--- config.mk ---
export PLATFORM = sky130hd
export DESIGN_NAME = pva_ctrl
export DESIGN_NICKNAME = d
export VERILOG_FILES = /design/src/rtl/pva_pkg.sv /design/src/rtl/pva_ctrl.sv
export VERILOG_INCLUDE_DIRS = /design/src /design/src/rtl
export SDC_FILE = /design/constraint.sdc
export NUM_CORES = 1
export LEC_CHECK = 0
export BUFFER_PORTS_ARGS = -buffer_cell sky130_fd_sc_hd__buf_2
export CELL_PAD_IN_SITES_DETAIL_PLACEMENT = 1
export CELL_PAD_IN_SITES_GLOBAL_PLACEMENT = 2
export CORE_AREA = 3 3 40 42
export CTS_CLUSTER_DIAMETER = 50
export DETAILED_ROUTE_END_ITERATION = 7
export DIE_AREA = 0 0 43 45
export GPL_ROUTABILITY_DRIVEN = 0
export GPL_TIMING_DRIVEN = 0
export HOLD_SLACK_MARGIN = 0.02
export PLACE_DENSITY_LB_ADDON = 0.15
export SETUP_SLACK_MARGIN = 0.05
export SLEW_MARGIN = 20
export SYNTH_ARGS = -nofsm -noshare
export SYNTH_HDL_FRONTEND = slang
export SYNTH_SLANG_ARGS = --single-unit
--- constraint.sdc ---
create_clock -name clk -period 4 [get_ports clk]
set_input_delay 0.8 -clock clk [delete_from_list [all_inputs] [get_ports clk]]
set_output_delay 0.8 -clock clk [all_outputs]
set_load 0.01 [all_outputs]
--- src/rtl/assert_macros.svh ---
// Assertion macros shared by the voice allocator RTL.
// Depends on nothing; included by the modules that carry checks.
`ifndef ASSERT_MACROS_SVH
`define ASSERT_MACROS_SVH

// Same-cycle implication, disabled while reset is asserted.
`define PVA_ASSERT_IMPL(lbl, clk_s, rst_s, ante, cons) \
    lbl: assert property (@(posedge clk_s) disable iff (!rst_s) (ante) |-> (cons)) \
        else $error("same-cycle check failed");

// Next-cycle implication, disabled while reset is asserted.
`define PVA_ASSERT_NEXT(lbl, clk_s, rst_s, ante, cons) \
    lbl: assert property (@(posedge clk_s) disable iff (!rst_s) (ante) |=> (cons)) \
        else $error("next-cycle check failed");

`endif

--- src/rtl/pva_pkg.sv ---
// Types and constants of the polyphonic voice allocator.
// Used by the interfaces, the controller, the datapath and the top level.
`default_nettype none

package pva_pkg;

    // Voice pool size and age counter width.
    localparam int NUM_VOICES = 16;
    localparam int AGE_BITS   = 16;
    localparam int VOICE_BITS = (NUM_VOICES > 1) ? $clog2(NUM_VOICES) : 1;

    // Fixed field widths of the request and result words.
    localparam int REQ_W    = 2;
    localparam int NOTE_W   = 7;
    localparam int FIN_W    = 4;
    localparam int CHOSEN_W = 4;
    localparam int ACTION_W = 3;
    localparam int MASK_W   = 16;

    typedef enum logic [REQ_W-1:0] {
        REQ_NOTE_ON  = 2'd0,
        REQ_NOTE_OFF = 2'd1,
        REQ_TICK     = 2'd2,
        REQ_FINISHED = 2'd3
    } req_t;

    typedef enum logic [ACTION_W-1:0] {
        ACT_NONE     = 3'd0,
        ACT_IDLE     = 3'd1,
        ACT_RETRIG   = 3'd2,
        ACT_STOLEN   = 3'd3,
        ACT_RELEASED = 3'd4
    } act_t;

    typedef enum logic [1:0] {
        S_IDLE,
        S_EVAL,
        S_SCAN,
        S_COMMIT
    } state_t;

    // Commands from the controller to the datapath.
    typedef struct packed {
        logic load_req;
        logic scan_clear;
        logic scan_step;
        logic commit;
    } pva_cmd_t;

    // Status from the datapath to the controller.
    typedef struct packed {
        logic need_steal;
        logic scan_last;
    } pva_status_t;

endpackage

`default_nettype wire

--- src/rtl/pva_ctrl.sv ---
// Controller state machine of the voice allocator.
// Depends on pva_pkg and assert_macros.svh; drives the datapath commands.
`default_nettype none
`include "assert_macros.svh"

module pva_ctrl
    import pva_pkg::*;
(
    input  wire logic  clk,
    input  wire logic  rst_n,
    input  wire logic  in_valid,
    output logic       in_ready,
    output logic       out_valid,
    input  wire logic  out_ready,
    input  pva_status_t st,
    output pva_cmd_t   cmd
);

    state_t state_reg, state_next;
    logic   out_valid_reg, out_valid_next;
    logic   out_free;

    // State and result-valid registers.
    always_ff @(posedge clk or negedge rst_n)
    begin
        if (!rst_n)
        begin
            state_reg     <= S_IDLE;
            out_valid_reg <= 1'b0;
        end
        else
        begin
            state_reg     <= state_next;
            out_valid_reg <= out_valid_next;
        end
    end

    // The result register is free when empty or being drained this cycle.
    assign out_free = !out_valid_reg || out_ready;

    // Next state and commands.
    always_comb
    begin
        state_next     = state_reg;
        cmd            = '0;
        in_ready       = 1'b0;
        out_valid_next = out_valid_reg && !out_ready;
        unique case (state_reg)
            S_IDLE:
            begin
                in_ready = 1'b1;
                if (in_valid)
                begin
                    cmd.load_req = 1'b1;
                    state_next   = S_EVAL;
                end
            end
            S_EVAL:
            begin
                if (st.need_steal)
                begin
                    cmd.scan_clear = 1'b1;
                    state_next     = S_SCAN;
                end
                else
                begin
                    state_next = S_COMMIT;
                end
            end
            S_SCAN:
            begin
                cmd.scan_step = 1'b1;
                if (st.scan_last)
                begin
                    state_next = S_COMMIT;
                end
            end
            S_COMMIT:
            begin
                if (out_free)
                begin
                    cmd.commit     = 1'b1;
                    out_valid_next = 1'b1;
                    state_next     = S_IDLE;
                end
            end
            default:
            begin
                state_next = S_IDLE;
            end
        endcase
    end

    assign out_valid = out_valid_reg;

    // A result is only written into a register that is free.
    `PVA_ASSERT_IMPL(a_commit_free, clk, rst_n, cmd.commit, !out_valid_reg || out_ready)
    // The age scan only runs for a note-on that has to steal a voice.
    `PVA_ASSERT_IMPL(a_scan_steal, clk, rst_n, state_reg == S_SCAN, st.need_steal)

endmodule

`default_nettype wire

==> results of run 1 <==
## layout make-up
cell class                      count  area [sq um]  share of cell area, %
Multi-Input combinational cell     15           160                   45.7
Sequential cell                     3          75.1                   21.4
Timing Repair Buffer               11          55.1                   15.7
Clock buffer                        4          26.3                   7.50
Tap cell                           15          18.8                   5.36
Inverter                            4          15.0                   4.29
## cells in the final DEF (no fill, tap or decap)
cell type and n:
nand2_1 1, o221ai_4 1, clkbuf_1 1, clkbuf_4 3, and2_2 1, nor2b_1 1, and2_1 2, a221oi_1 1
dfrtp_1 3, mux2i_1 1, nand2b_1 1, nand2b_4 1, buf_2 11, ha_1 4, inv_1 4, mux2_4 1
## per-layer routing
metal	vias up	share of wire (%)	GRT usage (%)
met5	-	0	0
met1	90	41	6.54
met4	0	0	5.42
met2	7	51	9.58
met3	0	7.8	2.79
li1	101	-	-
## cell families (layout without fill, tap and decap cells)
| logic type | after synthesis | count (layout) | synth area share, % |
|---|---|---|---|
| buf+inv | 4 | 19 | 6.00 |
| simple gates | 7 | 7 | 20.0 |
| compound gates | 2 | 2 | 14.0 |
| flops | 3 | 3 | 30.0 |
| fa+ha+maj | 4 | 4 | 20.0 |
| mux | 2 | 2 | 10.0 |
## where the power goes
| group | switching (mW) | leakage (nW) | internal [mW] | total (mW) |
|---|---|---|---|---|
| clock | 0.0131 | 0.0150 | 0.0372 | 0.0503 |
| sequential | 0.0200 | 0.0356 | 0.0474 | 0.0674 |
| combinational | 0.0795 | 0.139 | 0.0831 | 0.163 |
## worst paths after layout
path	start	to	slack [ns]
worst max-delay path	out_ready	cmd[0]	1.84
worst min register to register	out_valid$_DFF_PN0_	out_valid$_DFF_PN0_	0.57
max in group asynchronous	rst_n	out_valid$_DFF_PN0_	3.53
min in group clk	out_valid$_DFF_PN0_	out_valid$_DFF_PN0_	0.57
worst max register to register	state_reg[0]$_DFFE_PN0P_	state_reg[1]$_DFFE_PN0P_	2.54
worst min-delay path	rst_n	state_reg[1]$_DFFE_PN0P_	0.36
## worst max-delay path: cells and delay by family
kind          cells  cell delay [ns]
simple gates      2             0.33
buf+inv           2             0.23
## synth_stat cells
library cell / count / area (sq um)
ha_1: 4 / 50.1
and2_2: 1 / 7.51
and2_1: 2 / 12.5
nand2b_1: 1 / 6.26
o221ai_4: 1 / 26.3
a221oi_1: 1 / 8.76
nor2b_1: 1 / 6.26
nand2_1: 1 / 3.75
nand2b_4: 1 / 13.8
dfrtp_1: 3 / 75.1
mux2_4: 1 / 15.0
inv_1: 4 / 15.0
mux2i_1: 1 / 10.0
## per-stage QoR
stage          total power [mW]  instances  setup WS [ns]  area [sq um]  hold WS [ns]
2_1_floorplan             0.185         22           2.06           250         0.504
6_report                  0.280         52           1.84           350         0.360
3_3_place_gp              0.232         48           1.84           324         0.547
4_1_cts                   0.288         52           1.84           350         0.353
3_5_place_dp              0.234         48           1.84           324         0.570
5_1_grt                   0.311         52           1.81           350         0.348
==> metrics.csv, run 1 <==
stage,metric,value,unit
run_status,status,"complete, no violations",
grt,grt_max_degree,6,
placement,portBuffers,11,
synth,synthDistinctLibCells,13,
floorplan,ioPinCount,12,
clock_tree,cts_sinks,3,
worst_setup_path,worstPathRequired,3.20,ns
floorplan,dieArea,1940,sq um
worst_setup_path,crit_type,input port to output port,
grt,track_usage,6.26,%
grt,grt_pass1_vias,221,
route,routedWlPerCell,9.92,microns
clock_tree,htreeDepth,1,
clock_tree,clk_pin_slew,0.03,ns
synth,ys_seq_elements,3,
route,drc_errors,0,
route,routed_wl,516,microns
clock_tree,cts_max_path_buffers,2,
timing,finalCritPeriodShare,54.0,%
clock_tree,clk_latency,0.23,ns
route,num_vias,198,
timing,hold_viol,0,
worst_setup_path,slowest_stage,and2_2,
layout,fillCellCount,158,
route,drt_pre_antenna_iters,2,
timing,rsz0062_at_grt,false,
floorplan,initial_core_util,19.5,%
worst_setup_path,start_kind,input port,
clock_tree,root_buffer,clkbuf_4,
clock_tree,hold_buffers,0,
timing,maxSlewHeadroom,83.7,%
worst_setup_path,crit_chain,buf_2 > nand2b_4 > and2_2 > buf_2,
worst_setup_path,reg2regPathDepth,5,
timing,fin_skew,0.00230,ns
worst_setup_path,slowest_delay,0.18,ns
worst_setup_path,cp.arrival,1.36,ns
layout,diodes,0,
layout,fin_util,27.3,%
grt,antenna_found_initial,0,
clock_tree,cts_buffers,3,
power_and_ir_drop,ir_drop,0.169,mV
synth,synth_area,250,sq um
synth,syn_inst,22,
clock_tree,cts_setup_buffers,0,
run,maxCapViolCount,0,
clock_tree,cts_tree,built,
timing,fmax,463,MHz
timing,worst_pin_slew,0.245,ns
layout,nNetsFinal,48,
timing,tns,0,ns
synth,synth_warnings,0,
min_path,worst_hold_path_type,input port to async pin,
timing,setup_viol,0,
synth,syn_nets,32,
worst_setup_path,endpoint_kind,output port,
synth,postSynthAreaPerCell,11.4,sq um
power_and_ir_drop,power_leakage,0.190,nW
floorplan,coreArea,1280,sq um
layout,drive_above_1_share,48.6,%
floorplan,dieHeight,45,microns
worst_setup_path,cp_max_fo,3,
worst_setup_path,cp_common_cell,buf_2,
route,first_iter_violations,2,
synth,synth-seq-area-share,30.0,%
timing,drv_slew,0,
clock_tree,cts_resized,0,
grt,overflow,0,
floorplan,die_w,43,microns
layout,largest_reg_flops,2,
grt,grt_pass1_wl,869,microns
power_and_ir_drop,power_density,800,nW/um^2
timing,finalCriticalPeriod,2.16,ns
route,viasPerCell,3.81,
floorplan,rows,13,
placement,hpwl,448,microns
route,ant_nets,0,
layout,syn_to_final_growth,40.0,%
Note: power is estimated with default switching activity, not from simulation.
==> run 2, diff against run 1 <==
--- a/config.mk
+++ b/config.mk
@@ -6,6 +6,7 @@
 export SDC_FILE = /design/constraint.sdc
 export NUM_CORES = 1
 export LEC_CHECK = 0
+export ABC_AREA = 1
 export BUFFER_PORTS_ARGS = -buffer_cell sky130_fd_sc_hd__buf_2
 export CELL_PAD_IN_SITES_DETAIL_PLACEMENT = 1
 export CELL_PAD_IN_SITES_GLOBAL_PLACEMENT = 2
==> constraint.sdc (replaced) <==
create_clock -name clk -period 2.25 [get_ports clk]
set_input_delay 0.45 -clock clk [delete_from_list [all_inputs] [get_ports clk]]
set_output_delay 0.45 -clock clk [all_outputs]
set_load 0.01 [all_outputs]
==> metrics.csv, run 2 <==
stage,metric,value,unit,change
layout,diodes,0,,unchanged
grt,grt_pass1_wl,945,microns,was 869 microns
synth,synth_top_family_by_area,simple AND/OR/NAND/NOR gates,,was adder cells
synth,synth_area,258,sq um,was 250 sq um
worst_setup_path,worstSetupStartpoint,state_reg[0]$_DFFE_PN0P_,,was out_ready
worst_setup_path,timing.rr.end,state_reg[0]$_DFFE_PN0P_,,was state_reg[1]$_DFFE_PN0P_
layout,post-route-cell-area,368,sq um,was 350 sq um
synth,syn_nets,47,,was 32
worst_setup_path,start_kind,flop,,was input port
clock_tree,clk_latency,0.23,ns,about the same
clock_tree,htreeDepth,1,,unchanged
layout,fillCellCount,178,,was 158
route,first_iter_violations,1,,was 2
layout,final_common_cell,nand2_1,,was buf_2
power_and_ir_drop,power_density,1300,nW/um^2,was 800 nW/um^2
timing,whs,0.500,ns,was 0.360 ns
worst_setup_path,timing.rr.start,state_reg[0]$_DFFE_PN0P_,,unchanged
grt,grt_pass1_vias,242,,was 221
run,maxCapViolCount,0,,unchanged
timing,hold_viol,0,,unchanged
route,ant_nets,0,,unchanged
synth,synth_warnings,0,,unchanged
worst_setup_path,crit_type,flop to output port,,was input port to output port
layout,syn_to_final_growth,42.7,%,was 40.0%
route,routed_wl,590,microns,was 516 microns
timing,worst_pin_slew,0.162,ns,was 0.245 ns
worst_setup_path,endpoint,cmd[3],,was cmd[0]
min_path,hp-start,out_ready,,
synth,yosysMostFrequentCell,nand2_1,,
worst_setup_path,reg2reg_slack,1.08,ns,was 2.54 ns
clock_tree,hold_buffers,1,,was 0
timing,finalCriticalPeriod,1.66,ns,
layout,drive_above_1_share,35.8,%,was 48.6%
grt,grt_max_degree,6,,unchanged
synth,synthDistinctLibCells,12,,was 13
floorplan,dieHeight,45,microns,unchanged
synth,ys_top_cells_by_count,"nand2_1 (12), inv_1 (8), ha_1 (4), dfrtp_1 (3)",,"was ha_1 (4), inv_1 (4), dfrtp_1 (3), and2_1 (2)"
route,drt_pre_antenna_iters,2,,unchanged
floorplan,die_w,43,microns,unchanged
power_and_ir_drop,ir_drop,0.424,mV,was 0.169 mV
timing,fin_skew,0.000217,ns,was 0.00230 ns
synth,synth-seq-area-share,29.1,%,was 30.0%
grt,track_usage,6.68,%,was 6.26%
clock_tree,cts_max_path_buffers,2,,unchanged
timing,finalCritPeriodShare,74.0,%,
worst_setup_path,endpoint_kind,output port,,unchanged
power_and_ir_drop,total_power,477,uW,was 280 uW
placement,place_ws,0.811,ns,was 1.84 ns
synth,synth-async-reset-ratio,100,%,unchanged
synth,synth_area_leaders,"dfrtp_1 (29%), ha_1 (19%), nand2_1 (17%)",,"was dfrtp_1 (30%), ha_1 (20%), o221ai_4 (11%)"
layout,seq_area,75.1,sq um,unchanged
placement,portBuffers,11,,unchanged
synth,ys_seq_elements,3,,unchanged
route,viasPerCell,4.03,,was 3.81
run_status,status,"complete, no violations",,unchanged
synth,synth_compound_area_share,3.88,%,was 14.0%
placement,place_inst,63,,was 48
floorplan,ioPinCount,12,,unchanged
timing,fmax,601,MHz,
timing,drv_slew,0,,unchanged
layout,nNetsFinal,64,,was 48
floorplan,initial_core_util,20.1,%,was 19.5%
timing,maxSlewHeadroom,89.2,%,was 83.7%
timing,layout_setup_ws,0.586,ns,was 1.84 ns
synth,synthAdderAreaFrac,19.4,%,was 20.0%
synth,syn_inst,37,,was 22
synth,synth_top_area_cell,dfrtp_1,,unchanged
grt,overflow,0,,unchanged
layout,fin_util,28.6,%,was 27.3%
worst_setup_path,cp_max_fo,4,,was 3
clock_tree,clk_pin_slew,0.04,ns,was 0.03 ns
synth,postSynthAreaPerCell,6.97,sq um,was 11.4 sq um
floorplan,rows,13,,unchanged
clock_tree,root_buffer,clkbuf_4,,unchanged
synth,synth_edf_count,0,,unchanged
route,drc_errors,0,,unchanged
placement,placement.cell_area,332,sq um,was 324 sq um
route,num_vias,274,,was 198
grt,antenna_found_initial,0,,unchanged
floorplan,coreArea,1280,sq um,unchanged
synth,synthXorXnorAreaFrac,0,%,unchanged
timing,rsz0062_at_grt,false,,unchanged
placement,hpwl,492,microns,was 448 microns
synth,post_synth_mux_area_share,0,%,was 10.0%
clock_tree,cts_sinks,3,,unchanged
synth,synth_top_area_share,29.1,%,was 30.0%
worst_setup_path,worstPathRequired,1.80,ns,was 3.20 ns
synth,yosys.area_share.simple,34.5,%,was 20.0%
min_path,worst_hold_path_type,input port to flop,,was input port to async pin
clock_tree,cts_tree,built,,unchanged
layout,final_cell_mix,"nand2_1 (12), buf_2 (11), inv_1 (8), ha_1 (4)",,"was buf_2 (11), inv_1 (4), ha_1 (4), clkbuf_4 (3), dfrtp_1 (3)"
layout,fin_cells,68,,was 52
floorplan,dieArea,1940,sq um,unchanged
worst_setup_path,cp.arrival,1.21,ns,was 1.36 ns
worst_setup_path,reg2regPathDepth,7,,was 5
layout,largest_reg_flops,2,,unchanged
timing,setup_viol,0,,unchanged
layout,multi_input_area,149,sq um,was 160 sq um
timing,tns,0,ns,unchanged
clock_tree,cts_resized,0,,unchanged
power_and_ir_drop,power_leakage,0.243,nW,was 0.190 nW
route,routedWlPerCell,8.68,microns,was 9.92 microns
clock_tree,cts_setup_buffers,0,,unchanged
synth,synth_ff_type,dfrtp_1,,unchanged
clock_tree,cts_buffers,3,,unchanged
==> run 2: cell types whose count changed after synthesis, sizes merged <==
cell    before  now
a21oi        0    2
mux2         1    0
nor2b        1    0
nand2b       2    0
mux2i        1    0
o221ai       1    0
a221oi       1    0
and2         3    0
nand3        0    2
nand4        0    1
nand2        1   14
nor2         0    2
inv          4    9
==> run 2: worst min-delay path by stage <==
stage	to	slack [ns]	cells past startpoint
finish	out_valid$_DFF_PN0_	0.50	4
global placement	state_reg[0]$_DFFE_PN0P_	0.25	1
floorplan	out_valid$_DFF_PN0_	0.15	0
detailed placement	out_valid$_DFF_PN0_	0.25	1
global route	out_valid$_DFF_PN0_	0.50	4
CTS	out_valid$_DFF_PN0_	0.49	4
==> run 2: final cells by class <==
cell class / instances / share of cell area (%)
clock buffer: 4 / 7.14
inverter: 9 / 9.18
multi-input combinational: 25 / 40.5
sequential: 3 / 20.4
tap: 15 / 5.10
timing repair buffer: 12 / 17.7
==> run 2: kinds of logic after synthesis <==
group,count (synthesis)
buffers and inverters,9
flip-flops,3
AO/OA/AOI/OAI,2
AND/OR/NAND/NOR,19
adder cells (fa/ha/maj),4
==> run 2: metal layers <==
layer	vias up	track usage, %	wire (microns)
li1	142	-	-
met1	123	7.28	241
met2	9	11.1	301
met3	0	1.59	47
met4	0	5.42	0
met5	-	0	0
==> run 2: worst max-delay path: stages (launching register included) <==
cell	delay, ns
dfrtp_1	0.41
inv_2	0.11
ha_1	0.23
nand2_1	0.07
inv_1	0.05
buf_2	0.12
==> run 2: report_power, final <==
part / switching, mW / internal [mW] / total [mW]
sequential: 0.0342 / 0.0833 / 0.118
clock: 0.0260 / 0.0663 / 0.0923
combinational: 0.157 / 0.111 / 0.267
