File: config.mk
export PLATFORM = sky130hd
export DESIGN_NAME = pva_datapath
export DESIGN_NICKNAME = d
export VERILOG_FILES = /design/src/rtl/pva_pkg.sv /design/src/rtl/pva_datapath.sv
export VERILOG_INCLUDE_DIRS = /design/src /design/src/rtl
export SDC_FILE = /design/constraint.sdc
export NUM_CORES = 1
export LEC_CHECK = 0
export BUFFER_PORTS_ARGS = -buffer_cell sky130_fd_sc_hd__buf_4
export CAP_MARGIN = 25
export CORE_ASPECT_RATIO = 1.2
export CORE_MARGIN = 1
export CORE_UTILIZATION = 34
export CTS_CLUSTER_DIAMETER = 120
export DETAILED_ROUTE_END_ITERATION = 7
export GPL_ROUTABILITY_DRIVEN = 0
export PLACE_DENSITY = 0.56
export SYNTH_ARGS = -nofsm -noshare
export SYNTH_HDL_FRONTEND = slang
export SYNTH_SLANG_ARGS = --single-unit
File: constraint.sdc
create_clock -name clk -period 5.2 [get_ports clk]
set_clock_uncertainty 0.2 [all_clocks]
set_input_delay 0.26 -clock clk [delete_from_list [all_inputs] [get_ports clk]]
set_output_delay 0.26 -clock clk [all_outputs]
set_load 0.05 [all_outputs]
File: src/rtl/assert_macros.svh
// Assertion macros shared by the voice allocator RTL.
// Depends on nothing; included by the modules that carry checks.
`ifndef ASSERT_MACROS_SVH
`define ASSERT_MACROS_SVH

// Same-cycle implication, disabled while reset is asserted.
`define PVA_ASSERT_IMPL(lbl, clk_s, rst_s, ante, cons) \
    lbl: assert property (@(posedge clk_s) disable iff (!rst_s) (ante) |-> (cons)) \
        else $error("same-cycle check failed");

// Next-cycle implication, disabled while reset is asserted.
`define PVA_ASSERT_NEXT(lbl, clk_s, rst_s, ante, cons) \
    lbl: assert property (@(posedge clk_s) disable iff (!rst_s) (ante) |=> (cons)) \
        else $error("next-cycle check failed");

`endif

File: src/rtl/pva_pkg.sv
// Types and constants of the polyphonic voice allocator.
// Used by the interfaces, the controller, the datapath and the top level.
`default_nettype none

package pva_pkg;

    // Voice pool size and age counter width.
    localparam int NUM_VOICES = 16;
    localparam int AGE_BITS   = 16;
    localparam int VOICE_BITS = (NUM_VOICES > 1) ? $clog2(NUM_VOICES) : 1;

    // Fixed field widths of the request and result words.
    localparam int REQ_W    = 2;
    localparam int NOTE_W   = 7;
    localparam int FIN_W    = 4;
    localparam int CHOSEN_W = 4;
    localparam int ACTION_W = 3;
    localparam int MASK_W   = 16;

    typedef enum logic [REQ_W-1:0] {
        REQ_NOTE_ON  = 2'd0,
        REQ_NOTE_OFF = 2'd1,
        REQ_TICK     = 2'd2,
        REQ_FINISHED = 2'd3
    } req_t;

    typedef enum logic [ACTION_W-1:0] {
        ACT_NONE     = 3'd0,
        ACT_IDLE     = 3'd1,
        ACT_RETRIG   = 3'd2,
        ACT_STOLEN   = 3'd3,
        ACT_RELEASED = 3'd4
    } act_t;

    typedef enum logic [1:0] {
        S_IDLE,
        S_EVAL,
        S_SCAN,
        S_COMMIT
    } state_t;

    // Commands from the controller to the datapath.
    typedef struct packed {
        logic load_req;
        logic scan_clear;
        logic scan_step;
        logic commit;
    } pva_cmd_t;

    // Status from the datapath to the controller.
    typedef struct packed {
        logic need_steal;
        logic scan_last;
    } pva_status_t;

endpackage

`default_nettype wire

File: src/rtl/pva_datapath.sv
// Datapath of the voice allocator: voice table, age scan and result word.
// Depends on pva_pkg and assert_macros.svh; steered by pva_ctrl.
`default_nettype none
`include "assert_macros.svh"

module pva_datapath
    import pva_pkg::*;
(
    input  wire logic                clk,
    input  wire logic                rst_n,
    input  pva_cmd_t                 cmd,
    output pva_status_t              st,
    input  wire logic [REQ_W-1:0]    req_type,
    input  wire logic [NOTE_W-1:0]   note_number,
    input  wire logic [NOTE_W-1:0]   note_velocity,
    input  wire logic [FIN_W-1:0]    finished_voice,
    output logic [CHOSEN_W-1:0]      chosen_voice,
    output logic [ACTION_W-1:0]      action,
    output logic [MASK_W-1:0]        released_mask,
    output logic [NOTE_W-1:0]        start_note,
    output logic [NOTE_W-1:0]        start_velocity
);

    // Voice table.
    logic [NUM_VOICES-1:0] active_reg;
    logic [NOTE_W-1:0]     note_reg [NUM_VOICES];
    logic [AGE_BITS-1:0]   age_reg  [NUM_VOICES];

    // Latched request word.
    req_t              rq_type_reg;
    logic [NOTE_W-1:0] rq_note_reg;
    logic [NOTE_W-1:0] rq_vel_reg;
    logic [FIN_W-1:0]  rq_fin_reg;

    // Oldest-voice scan.
    logic [VOICE_BITS-1:0] scan_idx_reg;
    logic [VOICE_BITS-1:0] best_idx_reg;
    logic [AGE_BITS-1:0]   best_age_reg;

    // Result word.
    logic [CHOSEN_W-1:0] chosen_reg;
    act_t                action_reg;
    logic [MASK_W-1:0]   mask_reg;
    logic [NOTE_W-1:0]   snote_reg;
    logic [NOTE_W-1:0]   svel_reg;

    logic [NUM_VOICES-1:0] match_vec;
    logic                  any_match;
    logic                  any_idle;
    logic [VOICE_BITS-1:0] match_idx;
    logic [VOICE_BITS-1:0] idle_idx;
    logic [VOICE_BITS-1:0] sel_idx;
    act_t                  on_action;
    logic                  fin_ok;
    logic [VOICE_BITS-1:0] fin_idx;

    // Note match per voice and lowest matching and lowest idle voice.
    always_comb
    begin
        match_idx = '0;
        idle_idx  = '0;
        for (int i = 0; i < NUM_VOICES; i++)
        begin
            match_vec[i] = active_reg[i] && (note_reg[i] == rq_note_reg);
        end
        for (int i = NUM_VOICES - 1; i >= 0; i--)
        begin
            if (match_vec[i])
            begin
                match_idx = VOICE_BITS'(i);
            end
            if (!active_reg[i])
            begin
                idle_idx = VOICE_BITS'(i);
            end
        end
    end

    assign any_match = |match_vec;
    assign any_idle  = !(&active_reg);

    // Voice picked for a note-on: retrigger, then idle, then the oldest.
    always_comb
    begin
        if (any_match)
        begin
            sel_idx   = match_idx;
            on_action = ACT_RETRIG;
        end
        else if (any_idle)
        begin
            sel_idx   = idle_idx;
            on_action = ACT_IDLE;
        end
        else
        begin
            sel_idx   = best_idx_reg;
            on_action = ACT_STOLEN;
        end
    end

    assign fin_ok  = (32'(rq_fin_reg) < NUM_VOICES);
    assign fin_idx = VOICE_BITS'(rq_fin_reg);

    assign st.need_steal = (rq_type_reg == REQ_NOTE_ON) && !any_match && !any_idle;
    assign st.scan_last  = (scan_idx_reg == VOICE_BITS'(NUM_VOICES - 1));

    // Request latch.
    always_ff @(posedge clk)
    begin
        if (cmd.load_req)
        begin
            rq_type_reg <= req_t'(req_type);
            rq_note_reg <= note_number;
            rq_vel_reg  <= note_velocity;
            rq_fin_reg  <= finished_voice;
        end
    end

    // Oldest-voice scan, one voice per cycle; ties keep the lower index.
    always_ff @(posedge clk)
    begin
        if (cmd.scan_clear)
        begin
            scan_idx_reg <= '0;
            best_idx_reg <= '0;
            best_age_reg <= '0;
        end
        else if (cmd.scan_step)
        begin
            if (age_reg[scan_idx_reg] > best_age_reg)
            begin
                best_age_reg <= age_reg[scan_idx_reg];
                best_idx_reg <= scan_idx_reg;
            end
            if (!st.scan_last)
            begin
                scan_idx_reg <= scan_idx_reg + 1'b1;
            end
        end
    end

    // Voice table update when the result is committed.
    always_ff @(posedge clk or negedge rst_n)
    begin
        if (!rst_n)
        begin
            active_reg <= '0;
            for (int i = 0; i < NUM_VOICES; i++)
            begin
                note_reg[i] <= '0;
                age_reg[i]  <= '0;
            end
        end
        else if (cmd.commit)
        begin
            unique case (rq_type_reg)
                REQ_NOTE_ON:
                begin
                    active_reg[sel_idx] <= 1'b1;
                    note_reg[sel_idx]   <= rq_note_reg;
                    age_reg[sel_idx]    <= '0;
                end
                REQ_TICK:
                begin
                    for (int i = 0; i < NUM_VOICES; i++)
                    begin
                        if (active_reg[i] && (age_reg[i] != '1))
                        begin
                            age_reg[i] <= age_reg[i] + 1'b1;
                        end
                    end
                end
                REQ_FINISHED:
                begin
                    if (fin_ok)
                    begin
                        active_reg[fin_idx] <= 1'b0;
                    end
                end
                default:
                begin
                    // Note-off leaves the table as it is.
                end
            endcase
        end
    end

    // Result word register.
    always_ff @(posedge clk)
    begin
        if (cmd.commit)
        begin
            chosen_reg <= '0;
            action_reg <= ACT_NONE;
            mask_reg   <= '0;
            snote_reg  <= '0;
            svel_reg   <= '0;
            unique case (rq_type_reg)
                REQ_NOTE_ON:
                begin
                    chosen_reg <= CHOSEN_W'(sel_idx);
                    action_reg <= on_action;
                    snote_reg  <= rq_note_reg;
                    svel_reg   <= rq_vel_reg;
                end
                REQ_NOTE_OFF:
                begin
                    mask_reg   <= MASK_W'(match_vec);
                    action_reg <= any_match ? ACT_RELEASED : ACT_NONE;
                end
                default:
                begin
                    // Tick and voice-finished give an all-zero word.
                end
            endcase
        end
    end

    assign chosen_voice   = chosen_reg;
    assign action         = action_reg;
    assign released_mask  = mask_reg;
    assign start_note     = snote_reg;
    assign start_velocity = svel_reg;

    // A started voice is active right after the commit.
    `PVA_ASSERT_NEXT(a_start_active, clk, rst_n,
        cmd.commit && (rq_type_reg == REQ_NOTE_ON), active_reg[$past(sel_idx)])
    // The running maximum of the scan never falls.
    `PVA_ASSERT_NEXT(a_scan_mono, clk, rst_n, cmd.scan_step,
        best_age_reg >= $past(best_age_reg))

endmodule

`default_nettype wire

==> results.sh, run 1 <==
export IMPL_outcome="completed"
export IMPL_startpoint_type="register"
export IMPL_antenna_found_initial=0
export IMPL_synth_fa_ha_area_share_pct=1.75
export IMPL_yosys_area_share_simple_pct=18.8
export IMPL_path_cells="buf_4 > xor2_1 > nor4_1 > and4_4 > or4_4 > o41ai_1 > and2_1 > a41oi_1 > buf_4 > o31ai_1 > o21ai_0"
export IMPL_core_area_um2=76800
export IMPL_dr_first_iter_drc_count=1744
export IMPL_dieWidth_um=257
export IMPL_htreeDepth=2
export IMPL_syn_nets=2647
export IMPL_synthFlopType="dfrtp_1"
export IMPL_dr_pass1_iters=7
export IMPL_drt_antenna_violating_nets=0
export IMPL_cts_buffer_depth=3
export IMPL_vias=21600
export IMPL_synth_area_mux_share_pct=13.4
export IMPL_clkTransAtPathRegs_ns=0.06
export IMPL_wl_met3_mm=4.42
export IMPL_required_ns=5.47
export IMPL_path_class="register to register"
export IMPL_synthArstFlopShare_pct=82.6
export IMPL_synth_area_top_cells="dfrtp_1 (36%), mux4_2 (6.8%), edfxtp_1 (6.5%)"
export IMPL_grt_overflow_total=0
export IMPL_clk_latency_ns=0.63
export IMPL_routed_wl_met2_mm=41.1
export IMPL_hpwl_mm=59.3
export IMPL_route_detailed_drc=0
export IMPL_ys_types=83
export IMPL_synth_top_family_by_area="simple AND/OR/NAND/NOR gates"
export IMPL_cp_common_cell="buf_4"
export IMPL_hold_class="primary input to async pin"
export IMPL_wl_per_cell_um=22.3
export IMPL_nets=2714
export IMPL_synth_seq_cells=465
export IMPL_setup_viol=0
export IMPL_power_w=0.0113
export IMPL_synth_xor_area_share_pct=4.75
export IMPL_numCtsBuffers=53
export IMPL_rows=111
export IMPL_dr_max_layer_used="met4"
export IMPL_cap_violations=0
export IMPL_ys_seq_area_share_pct=44.5
export IMPL_totalWireLength_mm=82.6
export IMPL_ctsRootBufferMaster="clkbuf_16"
export IMPL_tightest_slew_ns=1.05
export IMPL_start_util_pct=34.5
export IMPL_finalSetupTns_ns=0
export IMPL_die_area_um2=79200
export IMPL_synth_top_area_share_pct=36.2
export IMPL_grt_pass1_wl_mm=127
export IMPL_cpMaxStageDelayCell="o41ai_1"
export IMPL_met1_length_mm=33.2
export IMPL_cp_slowest_stage_delay_ns=0.87
export IMPL_synth_compound_area_share_pct=13.7
export IMPL_hold_violations=0
export IMPL_grt_pass1_vias=20900
export IMPL_layout_drive_gt1_share_pct=17.4
export IMPL_cts_tree="yes"
export IMPL_p_leak_nw=13.0
export IMPL_vdd_drop_max_mv=0.285
export IMPL_synth_top_cell_by_area="dfrtp_1"
export IMPL_synth_edf_count=57
export IMPL_port_buffer_count=64
export IMPL_synth_area_per_cell_um2=10.3
export IMPL_fin_crit_ns=4.82
export IMPL_largest_reg_flops=256
export IMPL_grt_setup_unrepaired="false"
export IMPL_grt_max_degree=148
export IMPL_fillers=7397
export IMPL_synthTopCellsByCount="dfrtp_1 (384), nand2_1 (229), nor2_1 (174), o21ai_0 (156), nand3_1 (128)"
export IMPL_cp_startpoint="rq_note_reg[3]"
export IMPL_die_h_um=308
export IMPL_fmax_ghz=0.207
export IMPL_track_usage_pct=20.6
export IMPL_synthesis_area_um2=26500
export IMPL_cts_sinks=465
export IMPL_critPathTopFamily="compound AO/OA/AOI/OAI gates"
export IMPL_n_antenna_cell=0
export IMPL_powerDensity_nw_per_um2=374
export IMPL_ys_warn_count=0
export IMPL_syn_to_final_growth_pct=13.6
export IMPL_maxSlewViolCount=0
export IMPL_place_ws_ns=0.480
export IMPL_synth_most_common_cell="dfrtp_1"
export IMPL_crit_reg2reg_launch="rq_note_reg[3]"
export IMPL_crit_arrival_ns=5.09
export IMPL_whs_ns=0.0314
export IMPL_path_buf_inv=2
export IMPL_postCtsSetupRepairBufs=0
export IMPL_critPathCaptureType="register"
export IMPL_syn_inst=2584
export IMPL_routed_via_density=5.81
export IMPL_critPathMaxFanout=15
export IMPL_finalWorstSetupSlack_ns=0.377
export IMPL_maxSlewHeadroom_pct=29.1
export IMPL_ios=65
export IMPL_min_period_over_period_pct=92.7
[per-stage QoR]
stage / cells / cell area [um^2] / util (%)
after CTS: 3713 / 30100 / 39.2
after detailed placement: 3588 / 28200 / 36.7
final: 3713 / 30100 / 39.2
after global routing: 3713 / 30100 / 39.2
after floorplan: 2584 / 26500 / -
after global placement: 3587 / 28200 / 36.7
[power breakdown]
part	internal, W	leakage, nW	switching [W]
combinational	0.00113	6.25	0.00173
clock	0.00213	0.829	0.00158
sequential	0.00412	5.95	0.000577
[area by class of cell]
| cell class | count | area (um^2) | share of cell area, % |
|---|---|---|---|
| multi-input combinational | 1933 | 13900 | 46.2 |
| sequential | 465 | 11800 | 39.2 |
| clock buffer | 81 | 1570 | 5.22 |
| tap | 1017 | 1270 | 4.22 |
| timing repair buffer | 143 | 1230 | 4.09 |
| inverter | 55 | 206 | 0.685 |
| clock inverter | 19 | 128 | 0.423 |
[path summary, 6_finish.rpt]
kind,to,slack [ns],depth (start not counted)
min in group clk,rq_note_reg[5],0.16,2
worst min register to register,best_age_reg[7],0.30,2
worst max-delay path,age_reg[230],0.38,11
worst min-delay path,age_reg[247],0.03,2
worst max register to register,age_reg[230],0.38,11
max in group asynchronous,note_reg[107],3.44,3
[logic make-up after synthesis]
kind of cell / after synthesis
fa+ha+maj: 37
xor+xnor: 144
buf+inv: 186
compound gates: 529
simple gates: 983
mux: 240
flops: 465
[per-layer routing]
metal	vias up	track usage (%)
met5	-	0
met4	0	9.33
met3	214	2.93
met2	737	35.9
met1	10800	25.2
li1	9784	-
[placed cells by master (no fill, tap or decap), types with 26 or more instances in the layout]
cell         n
clkbuf_16   55
and2_1      29
nand4_1     65
o21ai_0    156
a22o_1      26
xnor2_1     48
mux2i_1     36
xor2_1      96
mux4_2      80
buf_4      110
mux2_2     124
nand2_1    229
o2bb2ai_1   26
nor2_1     173
nand3_1    128
a21o_1      35
dfrtp_1    384
nor3_1     113
a211o_1     46
a31oi_1     28
ha_1        36
a21oi_1     65
or2_2       29
inv_1       53
edfxtp_1    57
and3_1      91
[timing repair]
item | in CTS | in global routing
hold endpoints to repair | 152 | 0
gates resized for setup | 0 | 0
hold buffers | 25 | 0
Power figures use the tool's default switching activity.
==> inputs of run 2 (changes only) <==
- PLACE_DENSITY: 0.56 -> 0.55
- clock period: 5.2 -> 6.1 ns (I/O delays scaled with it)
==> run 2 against run 1 <==
Net effect: sequential share of layout area fell by 0.084 points; routed wire length fell by 1.3%; critical path depth fell by 1; core utilization rose by 0.085 points; first-iteration DRC count fell by 9.8%; final area rose by 0.22%; total power fell by 14%; non-clock buffer count rose by 3; sequential power fell by 14%; hold slack improved by 0.088 ns; register-to-register slack improved by 0.81 ns; worst setup slack improved by 0.81 ns.
==> results.sh, run 2 (synthesized netlist as in run 1, its figures left out) <==
export IMPL_grt_pass1_wl_mm=126
export IMPL_cts_tree="yes"
export IMPL_critPathTopFamily="compound AO/OA/AOI/OAI gates"
export IMPL_largest_reg_flops=256
export IMPL_routed_via_density=5.72
export IMPL_rows=111
export IMPL_path_cells="buf_4 > xor2_1 > nor4_1 > and4_1 > nor2_1 > a221oi_1 > o21a_2 > o21ai_0 > o21ai_0 > a41oi_1"
export IMPL_tightest_slew_ns=0.984
export IMPL_cpMaxStageDelayCell="edfxtp_1"
export IMPL_port_buffer_count=64
export IMPL_clkTransAtPathRegs_ns=0.06
export IMPL_route_detailed_drc=0
export IMPL_fin_crit_ns=4.91
export IMPL_start_util_pct=34.5
export IMPL_htreeDepth=2
export IMPL_critPathMaxFanout=18
export IMPL_grt_setup_unrepaired="false"
export IMPL_nets=2716
export IMPL_min_period_over_period_pct=80.5
export IMPL_maxSlewHeadroom_pct=34.2
export IMPL_maxSlewViolCount=0
export IMPL_core_area_um2=76800
export IMPL_track_usage_pct=20.5
export IMPL_hpwl_mm=58.9
export IMPL_cap_violations=0
export IMPL_antenna_found_initial=1
export IMPL_wl_per_cell_um=21.9
export IMPL_drt_antenna_violating_nets=0
export IMPL_totalWireLength_mm=81.5
export IMPL_crit_arrival_ns=5.13
export IMPL_vias=21300
export IMPL_dieWidth_um=257
export IMPL_syn_to_final_growth_pct=13.8
export IMPL_cp_slowest_stage_delay_ns=0.93
export IMPL_die_h_um=308
export IMPL_path_buf_inv=1
export IMPL_postCtsResizedCells=0
export IMPL_dr_first_iter_drc_count=1573
export IMPL_grt_pass1_vias=20900
export IMPL_hold_violations=0
export IMPL_grt_overflow_total=0
export IMPL_vdd_drop_max_mv=0.197
export IMPL_outcome="completed"
export IMPL_powerDensity_nw_per_um2=320
export IMPL_cp_common_cell="o21ai_0"
export IMPL_p_leak_nw=13.1
export IMPL_fmax_ghz=0.204
export IMPL_final_cell_count_no_fill=3714
export IMPL_path_class="register to register"
export IMPL_numCtsBuffers=52
export IMPL_layout_drive_gt1_share_pct=17.7
export IMPL_cts_buffer_depth=3
export IMPL_finalSetupTns_ns=0
export IMPL_hold_class="primary input to async pin"
export IMPL_setup_viol=0
export IMPL_grt_max_degree=114
export IMPL_ctsRootBufferMaster="clkbuf_16"
export IMPL_mostFrequentLayoutCell="dfrtp_1"
export IMPL_ios=65
export IMPL_die_area_um2=79200
export IMPL_clk_latency_ns=0.62
export IMPL_critPathCaptureType="register"
export IMPL_dr_pass1_iters=5
export IMPL_dp_cells=3590
export IMPL_required_ns=6.33
export IMPL_layout_common_cells="dfrtp_1 (384), nand2_1 (229), nor2_1 (173)"
export IMPL_startpoint_type="register"
export IMPL_cts_sinks=465
-- run 2: changes by cell type in the layout (fill, tap and decap cells not counted), sizes merged --
| cell | previous run | this run |
|---|---|---|
| clkinv | 16 | 12 |
| clkinvlp | 3 | 0 |
| buf | 118 | 121 |
| clkbuf | 81 | 83 |
| inv | 54 | 55 |
| diode | 0 | 1 |
| bufinv | 1 | 2 |
-- run 2: where the power goes --
group          switching, W  internal [W]  leakage (nW)
registers          0.000532       0.00352          5.95
clock network       0.00134       0.00193         0.882
logic               0.00141      0.000936          6.25
total               0.00329       0.00638          13.1
-- run 2: area by class of cell --
| cell class | instances | area [um^2] |
|---|---|---|
| Sequential cell | 465 | 11800 |
| Fill cell | 7397 | 46600 |
| Tap cell | 1017 | 1270 |
| Timing Repair Buffer | 146 | 1220 |
| Antenna cell | 1 | 2.50 |
| Multi-Input combinational cell | 1933 | 13900 |
| Clock buffer | 83 | 1640 |
| Clock inverter | 14 | 128 |
| Inverter | 55 | 206 |
-- run 2: stage by stage --
stage | total power (W) | cell area [um^2] | setup slack [ns] | util, % | hold slack [ns]
2_1_floorplan | 0.00551 | 26500 | 1.19 | - | -0.191
3_3_place_gp | 0.00635 | 28100 | 1.14 | 36.6 | 0.223
3_5_place_dp | 0.00641 | 28100 | 1.24 | 36.7 | 0.248
4_1_cts | 0.00972 | 30200 | 1.22 | 39.3 | 0.160
5_1_grt | 0.0101 | 30200 | 0.869 | 39.3 | 0.200
6_report | 0.00966 | 30200 | 1.19 | 39.3 | 0.119
-- run 2: timing repair --
| item | in CTS | in global routing |
|---|---|---|
| buffers inserted | 0 | 0 |
| endpoints found under the hold margin | 177 | 0 |
| hold buffers | 25 | 0 |
-- run 2: layer usage --
metal  GRT usage (%)  wire [um]
met1            25.9      34300
met2            34.7      39200
met3            2.30       3760
met4            10.3       4270
met5               0          0
-- run 2: final timing paths --
kind                                 start              end  slack, ns  cells after the start
max in group asynchronous            rst_n     note_reg[54]       4.28                      3
min in group clk               req_type[0]   rq_type_reg[0]       0.23                      2
setup reg to reg            rq_note_reg[5]     age_reg[219]       1.19                     10
hold reg to reg            best_age_reg[4]  best_age_reg[4]       0.30                      2
hold / removal                       rst_n     age_reg[229]       0.12                      2
setup / recovery            rq_note_reg[5]     age_reg[219]       1.19                     10
